File: src/msp_pkg.sv
// package for the minimum sum partition block
// shared constants and controller/datapath command and status types
package msp_pkg;
  localparam int unsigned MAX_TOTAL_DEF = 4095;
  localparam int unsigned VAL_W = 12;
  localparam int unsigned WORD_W = 64;

  typedef struct packed {
    logic clr_start;
    logic load;
    logic shift_start;
    logic search_start;
  } msp_cmd_t;

  typedef struct packed {
    logic busy;
    logic done;
    logic skip;
  } msp_sts_t;
endpackage

File: src/msp_ctrl.sv
// controller: sequences load, shift-or, search, result and clear
// depends on msp_pkg
module msp_ctrl import msp_pkg::*; (
  input  logic     clk,
  input  logic     rst_n,
  input  logic     in_tvalid,
  output logic     in_tready,
  output logic     out_tvalid,
  input  logic     out_tready,
  output msp_cmd_t cmd,
  input  msp_sts_t sts,
  input  logic     last_r,
  input  logic     dp_ovf,
  input  logic [VAL_W-1:0] dp_diff,
  output logic [VAL_W-1:0] res_diff,
  output logic     res_ovf
);
  typedef enum logic [2:0] {
    S_CLR, S_IDLE, S_SHIFT, S_NEXT, S_SRCH, S_OUT, S_WCLR
  } state_t;

  state_t state_r, state_nxt;
  logic loaded;
  logic skip_r;

  assign in_tready = (state_r == S_IDLE) && !out_tvalid;
  assign loaded = in_tvalid && in_tready;

  always_comb begin
    state_nxt = state_r;
    cmd = '0;
    unique case (state_r)
      S_CLR: if (sts.done) state_nxt = S_IDLE;
      S_IDLE: begin
        if (loaded) begin
          cmd.load = 1'b1;
          state_nxt = S_SHIFT;
        end
      end
      S_SHIFT: begin
        state_nxt = S_NEXT;
      end
      S_NEXT: begin
        if (!sts.busy) begin
          state_nxt = last_r ? S_SRCH : S_IDLE;
          if (last_r) cmd.search_start = 1'b1;
        end
      end
      S_SRCH: if (sts.done) state_nxt = S_OUT;
      S_OUT: begin
        cmd.clr_start = 1'b1;
        state_nxt = S_WCLR;
      end
      S_WCLR: if (sts.done) state_nxt = S_IDLE;
      default: state_nxt = S_IDLE;
    endcase
    if (state_r == S_SHIFT && !skip_r) cmd.shift_start = 1'b1;
  end

  always_ff @(posedge clk) begin
    if (!rst_n) begin
      state_r <= S_CLR;
      out_tvalid <= 1'b0;
      skip_r <= 1'b0;
    end else begin
      state_r <= state_nxt;
      if (cmd.load) skip_r <= sts.skip;
      if (state_r == S_SRCH && sts.done) begin
        out_tvalid <= 1'b1;
        res_diff <= dp_ovf ? '0 : dp_diff;
        res_ovf <= dp_ovf;
      end else if (out_tvalid && out_tready) begin
        out_tvalid <= 1'b0;
      end
    end
  end
endmodule

File: config.mk
export PLATFORM = sky130hd
export DESIGN_NAME = msp_ctrl
export DESIGN_NICKNAME = d
export VERILOG_FILES = /design/src/msp_pkg.sv /design/src/msp_ctrl.sv
export SDC_FILE = /design/constraint.sdc
export NUM_CORES = 1
export LEC_CHECK = 0
export ABC_AREA = 1
export BUFFER_PORTS_ARGS = -buffer_cell sky130_fd_sc_hd__clkbuf_2
export CAP_MARGIN = 20
export CELL_PAD_IN_SITES_DETAIL_PLACEMENT = 0
export CELL_PAD_IN_SITES_GLOBAL_PLACEMENT = 1
export CORE_MARGIN = 2
export CORE_UTILIZATION = 31
export DETAILED_ROUTE_END_ITERATION = 6
export PLACE_DENSITY = 0.87
export SYNTH_ARGS = -nofsm -noshare
export SYNTH_HDL_FRONTEND = slang
export SYNTH_SLANG_ARGS = --single-unit
File: constraint.sdc
create_clock -name clk -period 1.85 [get_ports clk]
set_clock_uncertainty 0.15 [all_clocks]
set_input_delay 0.2775 -clock clk [delete_from_list [all_inputs] [get_ports clk]]
set_output_delay 0.2775 -clock clk [all_outputs]
set_load 0.005 [all_outputs]
* Yosys cells after proc, flatten, opt, wreduce, memory -nomap -nowiden *
Index checks and enable logic that the tools add are counted.

storage, ports and cells
  register bits = 18
  input port bits = 21
  output and inout bits = 19
  word-level logic and storage cells = 42

operators by class
  equal/unequal tests = 10
  mux-type cells = 15
  reduce and logical (&&, ||, !) cells = 12

operators by type and width
  kind                                                 number
  one-hot mux 3 bit (6 select lines)                   1
  2-to-1 mux 3 bit                                     5
  equality test 3 bit, second input constant           3
  2-to-1 mux 1 bit                                     9
  equality test 3 x 2 -> 1 bit, second input constant  2
  != test 2 bit, second input constant                 3
  logical AND 1 bit                                    5
  AND reduction 4 bit                                  1
  equality test 3 x 1 -> 1 bit, second input constant  1
  zero test 3 bit                                      1
  zero test 1 bit                                      2
  != test 2 x 1 -> 1 bit, second input constant        1
  AND reduction 2 bit                                  1
  nonzero test 2 bit                                   1
  OR reduction 2 bit                                   1

* Longest topological paths before layout *
Gate-level depths: netlist of the first run.

  depth in word-level cells = 5
  depth in mapped cells = 9
  gate-level depth less buffers = 9

* Least setup slack after synthesis of the first run *
No wires, ideal clock.

  kind = register -> register
  from = register state_r[0]
  to = register res_diff[0], enable pin
  setup time = 0.382 ns
  data arrival time = 1.117 ns
  data required time = 1.318 ns
  slack = 0.201 ns
  cell stages (with the launch flop) = 4
  path buffers = 0
  period minus slack after synthesis = 1.649 ns
  path through = dfxtp_1 > inv_1 > nand3_1 > nor2_1

on the way
  cells in the longest elaborated chain, start to end = 3

RTL lines
  what                                  line            RTL
  start, declared                       msp_ctrl.sv:22  state_t state_r, state_nxt;
  start signal, assigned                msp_ctrl.sv:66  state_r <= state_nxt;
  equality test 3 bit                   msp_ctrl.sv:68  if (state_r == S_SRCH && sts.done) begin
  logical AND 1 bit                     msp_ctrl.sv:68
  AND reduction 2 bit (no source line)  --
  end signal, assigned                  msp_ctrl.sv:70  res_diff <= dp_ovf ? '0 : dp_diff;
  end, declared                         msp_ctrl.sv:15  output logic [VAL_W-1:0] res_diff,

Every way passes these cells.
A chain may end at the register's enable or synchronous reset.

==> run summary, run 1 <==
HPWL after DPL - 1280 um
Worst EP required - 1.42 ns
initial antenna violation count - 0
total track usage - 10.5%
setup violators final - 0
grt total ovfl - 0
Die H - 56.5 um
CTS tree - done
CP delay by family, top - flip-flops
Worst Hold Class - in -> reg
CP Cell Sequence - nand3_2 -> nor2_4 -> nand2_2 -> clkinv_2 -> clkbuf_2
flop and latch count out of synthesis - 18
PD cells - 1110 nW/um^2
final worst-path cycle share - 89.8%
share of cells above drive strength 1 - 39.7%
Peak supply drop - 0.000562 V
Worst Tran Pin Value - 0.259 ns
DRC Markers - 0
IO Pins - 40
CTS Buffer Depth - 2
die width - 56.5 um
Nets - 164
cell taking the most area after synthesis - edfxtp_1
startpoint types - flip-flop
final core utilization - 41.6%
syn_nets - 120
Final min period - 1.66 ns
Final TNS setup - 0 ns
RSZ-0062 raised after global routing - false
Setup WS post-layout - 0.188 ns
via/cell ratio - 4.28
DRT Pass-1 Iters - 4
CP max FO - 7
Distinct cells, synth - 19
Finished Layout Cells - 172
hold_buf cts - 0
Clock Latency Late Sink - 0.29 ns
Avg Cell Area, Syn - 8.71 um^2
Seq/Total Area, Yosys - 57.5%
hold path depth - 2
final hold vios - 0
Placed Cells - 168
Clk pin slew, worst setup/hold paths - 0.10 ns
CTS H-tree depth - 1
DP Worst Slack - 0.480 ns
dpl cell area - 1090 um^2
drt initial violations - 6
vias in the first global route - 633
clk sinks - 18
Max-cap violations - 0
Slew HR - 82.7%
GP Congestion - 0.797
Leakage - 0.585 nW
kind of critical path - reg -> out
CTS Root Cell - clkbuf_4
via count - 737
CP bufs+invs - 2
FMAX - 602 MHz
IO Port Bufs - 39
core area - 2690 um^2
Worst Reg2Reg Path Length in Cells - 4
ANT nets after route - 0
Crit path arrival time - 1.23 ns
top cell type's share of synthesized area - 45.7%
Area contributors post-synth - edfxtp_1 (46%), dfxtp_1 (12%), nor2_1 (9.7%)
Final Cell Area - 1120 um^2
final slew viol count - 0
die area - 3190 um^2
WL/cell - 9.10 um
CP max stage delay - 0.48 ns
drt total wl - 1570 um
CTS Buf Count - 3
worst hold slack - 0.0239 ns
synthesized cell area - 853 um^2
Cell Rows - 19
largest net degree at the start of global routing - 14
ANT cells - 0
kind of end point of the critical path - output port
Stages on worst setup path - 5
Tot Pwr - 1.25 mW
setup bufs post-CTS - 0
Area Growth Syn to Fin - 30.9%
# resized after CTS - 0
first-pass GRT wire length - 2540 um
Starting Density - 31.8%
run status - finished clean
critical path's slowest cell - dfxtp_1
synth warn - 0
Mapped Cells - 98
[registers in the layout, indices dropped and copies added (netlist names)]
| register | flops |
|---|---|
| out_tvalid | 1 |
| state_r | 3 |
| res_ovf | 1 |
| res_diff | 12 |
| skip_r | 1 |
[cell usage after synthesis]
| cell type | number |
|---|---|
| a21oi_1 | 1 |
| a21oi_2 | 1 |
| clkbuf_1 | 1 |
| clkinv_2 | 2 |
| dfxtp_1 | 5 |
| edfxtp_1 | 13 |
| ha_1 | 1 |
| inv_1 | 19 |
| inv_2 | 2 |
| nand2_1 | 17 |
| nand2_2 | 4 |
| nand3_1 | 3 |
| nand3_2 | 1 |
| nand4_1 | 2 |
| nor2_1 | 22 |
| nor2_2 | 1 |
| nor2_4 | 1 |
| o21ai_2 | 1 |
| o32ai_1 | 1 |
[routing by layer]
metal	track usage, %	part of all wire (%)
met1	10.0	40
met2	18.4	52
met3	1.84	3.5
met4	10.2	4.7
met5	0	0
[worst register-to-register path, cell delays in order, from the launching register on]
cell and delay, ns:
dfxtp_1 0.36, inv_2 0.12, nand3_1 0.14, nor2_1 0.11, buf_4 0.21
[power breakdown]
group          internal (mW)  total (mW)  switching (mW)
logic                  0.197       0.496           0.300
registers              0.491       0.552          0.0608
clock network         0.0786       0.198           0.119
total                  0.766        1.25           0.480
[placed cells by master, fill, tap and decap left out]
cell | synthesis | final
a21oi_1 | 1 | 1
a21oi_2 | 1 | 1
buf_4 | 0 | 1
clkbuf_2 | 0 | 39
clkbuf_4 | 0 | 3
clkinv_1 | 0 | 1
clkinv_2 | 2 | 2
dfxtp_1 | 5 | 5
edfxtp_1 | 13 | 13
ha_1 | 1 | 1
inv_1 | 19 | 19
inv_2 | 2 | 2
nand2_1 | 17 | 17
nand2_2 | 4 | 4
nand3_1 | 3 | 3
nand3_2 | 1 | 1
nand4_1 | 2 | 2
nor2_1 | 22 | 22
nor2_2 | 1 | 1
nor2_4 | 1 | 1
o21ai_2 | 1 | 1
o32ai_1 | 1 | 1
[cells by family (layout without fill, tap and decap cells)]
family                   after synthesis  count (layout)  synth area share, %
buffers and inverters                 24              67                 10.9
AND/OR/NAND/NOR                       51              51                 26.5
flip-flops                            18              18                 57.5
adder cells (fa/ha/maj)                1               1                 1.47
AO/OA/AOI/OAI                          4               4                 3.67
[path summary, 6_finish.rpt]
check / start / to / slack [ns]
max reg2reg: state_r[1] / res_diff[10] / 0.47
min reg2reg: skip_r / skip_r / 0.34
min: out_tready / out_tvalid / 0.02
max: state_r[0] / cmd[2] / 0.19
[area by class of cell]
class                   count  area, um^2
clock buffers               3        22.5
repair buffers             40         203
inverters                  23        88.8
flip-flops and latches     18         490
well taps                  31        38.8
multi-input cells          56         270
clock inverters             1        3.75
fillers                   285        1570
Note: power is estimated with default switching activity, not from simulation.
==> inputs of run 2 (changes only) <==
--- a/config.mk
+++ b/config.mk
@@ -13,7 +13,7 @@
 export CORE_MARGIN = 2
 export CORE_UTILIZATION = 31
 export DETAILED_ROUTE_END_ITERATION = 6
-export PLACE_DENSITY = 0.87
+export PLACE_DENSITY_LB_ADDON = 0.12
 export SYNTH_ARGS = -nofsm -noshare
 export SYNTH_HDL_FRONTEND = slang
 export SYNTH_SLANG_ARGS = --single-unit
==> run 2 against run 1 <==
  * Worst hold slack improved by 0.025 ns
  * Maximum frequency grew 0.24%
  * Sequential share of layout area unchanged
  * Design area unchanged
==> run summary, run 2 (synthesis results as in run 1) <==
CP max stage delay - 0.48 ns (about the same)
Clock Latency Late Sink - 0.28 ns (was 0.29 ns)
worst setup path endpoint - cmd[2] (unchanged)
ANT nets after route - 0 (unchanged)
Nets - 164 (unchanged)
clk sinks - 18 (unchanged)
PD cells - 1110 nW/um^2 (about the same)
r2r setup slk - 0.48 ns (was 0.47 ns)
# resized after CTS - 0 (unchanged)
final worst-path cycle share - 89.6% (was 89.8%)
Leakage - 0.585 nW (unchanged)
dpl cell area - 1090 um^2 (unchanged)
drt initial violations - 16 (was 6)
ANT cells - 0 (unchanged)
CTS Buffer Depth - 2 (unchanged)
Fillers - 302 (was 285)
Crit path arrival time - 1.23 ns (about the same)
setup bufs post-CTS - 0 (unchanged)
Worst EP required - 1.42 ns (about the same)
IO Port Bufs - 39 (unchanged)
Flop pwr share - 44.4% (was 44.3%)
initial antenna violation count - 0 (unchanged)
Peak supply drop - 0.000467 V (was 0.000562 V)
Area Growth Syn to Fin - 30.9% (unchanged)
grt total ovfl - 0 (unchanged)
Int Power - 0.766 mW (about the same)
Die H - 56.5 um (unchanged)
RSZ-0062 raised after global routing - false (unchanged)
kind of critical path - reg -> out (unchanged)
share of cells above drive strength 1 - 39.7% (unchanged)
reg2reg end - res_diff[11] (was res_diff[10])
top flop regs - res_diff x12, state_r x3 (unchanged)
Final min period - 1.66 ns (about the same)
run status - finished clean (unchanged)
CP max FO - 7 (unchanged)
CTS Root Cell - clkbuf_4 (unchanged)
total track usage - 10.7% (was 10.5%)
die area - 3190 um^2 (unchanged)
via count - 734 (was 737)
final hold vios - 0 (unchanged)
Starting Density - 31.8% (unchanged)
Worst Reg2Reg Path Length in Cells - 4 (unchanged)
IO Pins - 40 (unchanged)
Placed Cells - 168 (unchanged)
CTS H-tree depth - 1 (unchanged)
critical path's slowest cell - dfxtp_1 (unchanged)
Final Cell Area - 1120 um^2 (unchanged)
Final TNS setup - 0 ns (unchanged)
DRT Pass-1 Iters - 4 (unchanged)
Worst Tran Pin Value - 0.258 ns (was 0.259 ns)
Worst Hold Class - in -> reg (unchanged)
most common cell after layout, fill and taps aside - clkbuf_2 (unchanged)
switching share of power - 38.3% (was 38.5%)
core area - 2690 um^2 (unchanged)
hold_buf cts - 0 (unchanged)
largest net degree at the start of global routing - 14 (unchanged)
HPWL after DPL - 1290 um (was 1280 um)
GP Congestion - 0.715 (was 0.797)
Clock power frac - 15.2% (was 15.9%)
Max-cap violations - 0 (unchanged)
Slew HR - 82.7% (about the same)
total net switching power - 0.476 mW (was 0.480 mW)
die width - 56.5 um (unchanged)
commonest cells after routing, fill and taps aside - clkbuf_2 (39), nor2_1 (22), inv_1 (19) (unchanged)
Worst Setup SP - state_r[0] (unchanged)
CTS Buf Count - 3 (unchanged)
CTS tree - done (unchanged)
reg2reg start - state_r[0] (was state_r[1])
via/cell ratio - 4.27 (was 4.28)
FMAX - 603 MHz (was 602 MHz)
Top reg by flops - res_diff (unchanged)
startpoint types - flip-flop (unchanged)
max reg flops - 12 (unchanged)
setup violators final - 0 (unchanged)
kind of end point of the critical path - output port (unchanged)
Cell Rows - 19 (unchanged)
drt total wl - 1560 um (was 1570 um)
CP Cell Sequence - nand3_2 -> nor2_4 -> nand2_2 -> clkinv_2 -> clkbuf_2 (unchanged)
final slew viol count - 0 (unchanged)
WL/cell - 9.09 um (was 9.10 um)
vias in the first global route - 647 (was 633)
Finished Layout Cells - 172 (unchanged)
Clk pin slew, worst setup/hold paths - 0.10 ns (about the same)
combinational cell fraction of total power - 40.4% (was 39.8%)
DRC Markers - 0 (unchanged)
first-pass GRT wire length - 2650 um (was 2540 um)
-- run 2: cell counts in the layout (fill, tap and decap cells not counted) --
Identical to the previous run, type by type.
-- run 2: metrics by stage --
step	power, mW	hold WS [ns]	setup slack (ns)	util, %
2_1_floorplan	0.918	0.226	0.201	-
6_report	1.24	0.0493	0.192	41.6
4_1_cts	1.26	0.0369	0.160	41.6
3_5_place_dp	1.07	0.316	0.487	40.6
3_3_place_gp	1.06	0.317	0.488	40.6
5_1_grt	1.37	0.0278	0.0448	41.6
-- run 2: area by class of cell --
| type | count | area, um^2 | share of cell area (%) |
|---|---|---|---|
| clock buffer | 3 | 22.5 | 2.02 |
| clock inverter | 1 | 3.75 | 0.336 |
| multi-input combinational | 56 | 270 | 24.2 |
| sequential | 18 | 490 | 43.9 |
| tap | 31 | 38.8 | 3.47 |
| timing repair buffer | 40 | 203 | 18.1 |
| inverter | 23 | 88.8 | 7.95 |
-- run 2: layer usage --
metal / share of wire, % / up-vias / GRT usage (%)
li1: - / 387 / -
met1: 44 / 324 / 13.0
met2: 48 / 21 / 16.8
met3: 6.9 / 2 / 3.23
met4: 1.0 / 0 / 6.12
met5: 0 / - / 0
-- run 2: worst min path at each step --
stage                     from    endpoint  slack [ns]  cells past startpoint
floorplan               dp_ovf     res_ovf        0.23                      0
global placement        skip_r      skip_r        0.32                      2
detailed placement      skip_r      skip_r        0.32                      2
CTS                 out_tready  out_tvalid        0.04                      2
global route        out_tready  out_tvalid        0.03                      2
finish              out_tready  out_tvalid        0.05                      2
-- run 2: power by group through the flow --
stage | clock network (mW) | registers, mW | logic [mW]
after floorplan | 0 | 0.551 | 0.366
after global placement | 0 | 0.558 | 0.505
after detailed placement | 0 | 0.560 | 0.505
after CTS | 0.205 | 0.551 | 0.507
after global routing | 0.227 | 0.561 | 0.584
final | 0.189 | 0.551 | 0.502
-- run 2: critical path, delay by kind of cell, from the launching register on --
kind                   cells  cell delay (ns)
AND/OR/NAND/NOR            3             0.32
buffers and inverters      2             0.15
flip-flops                 1             0.48
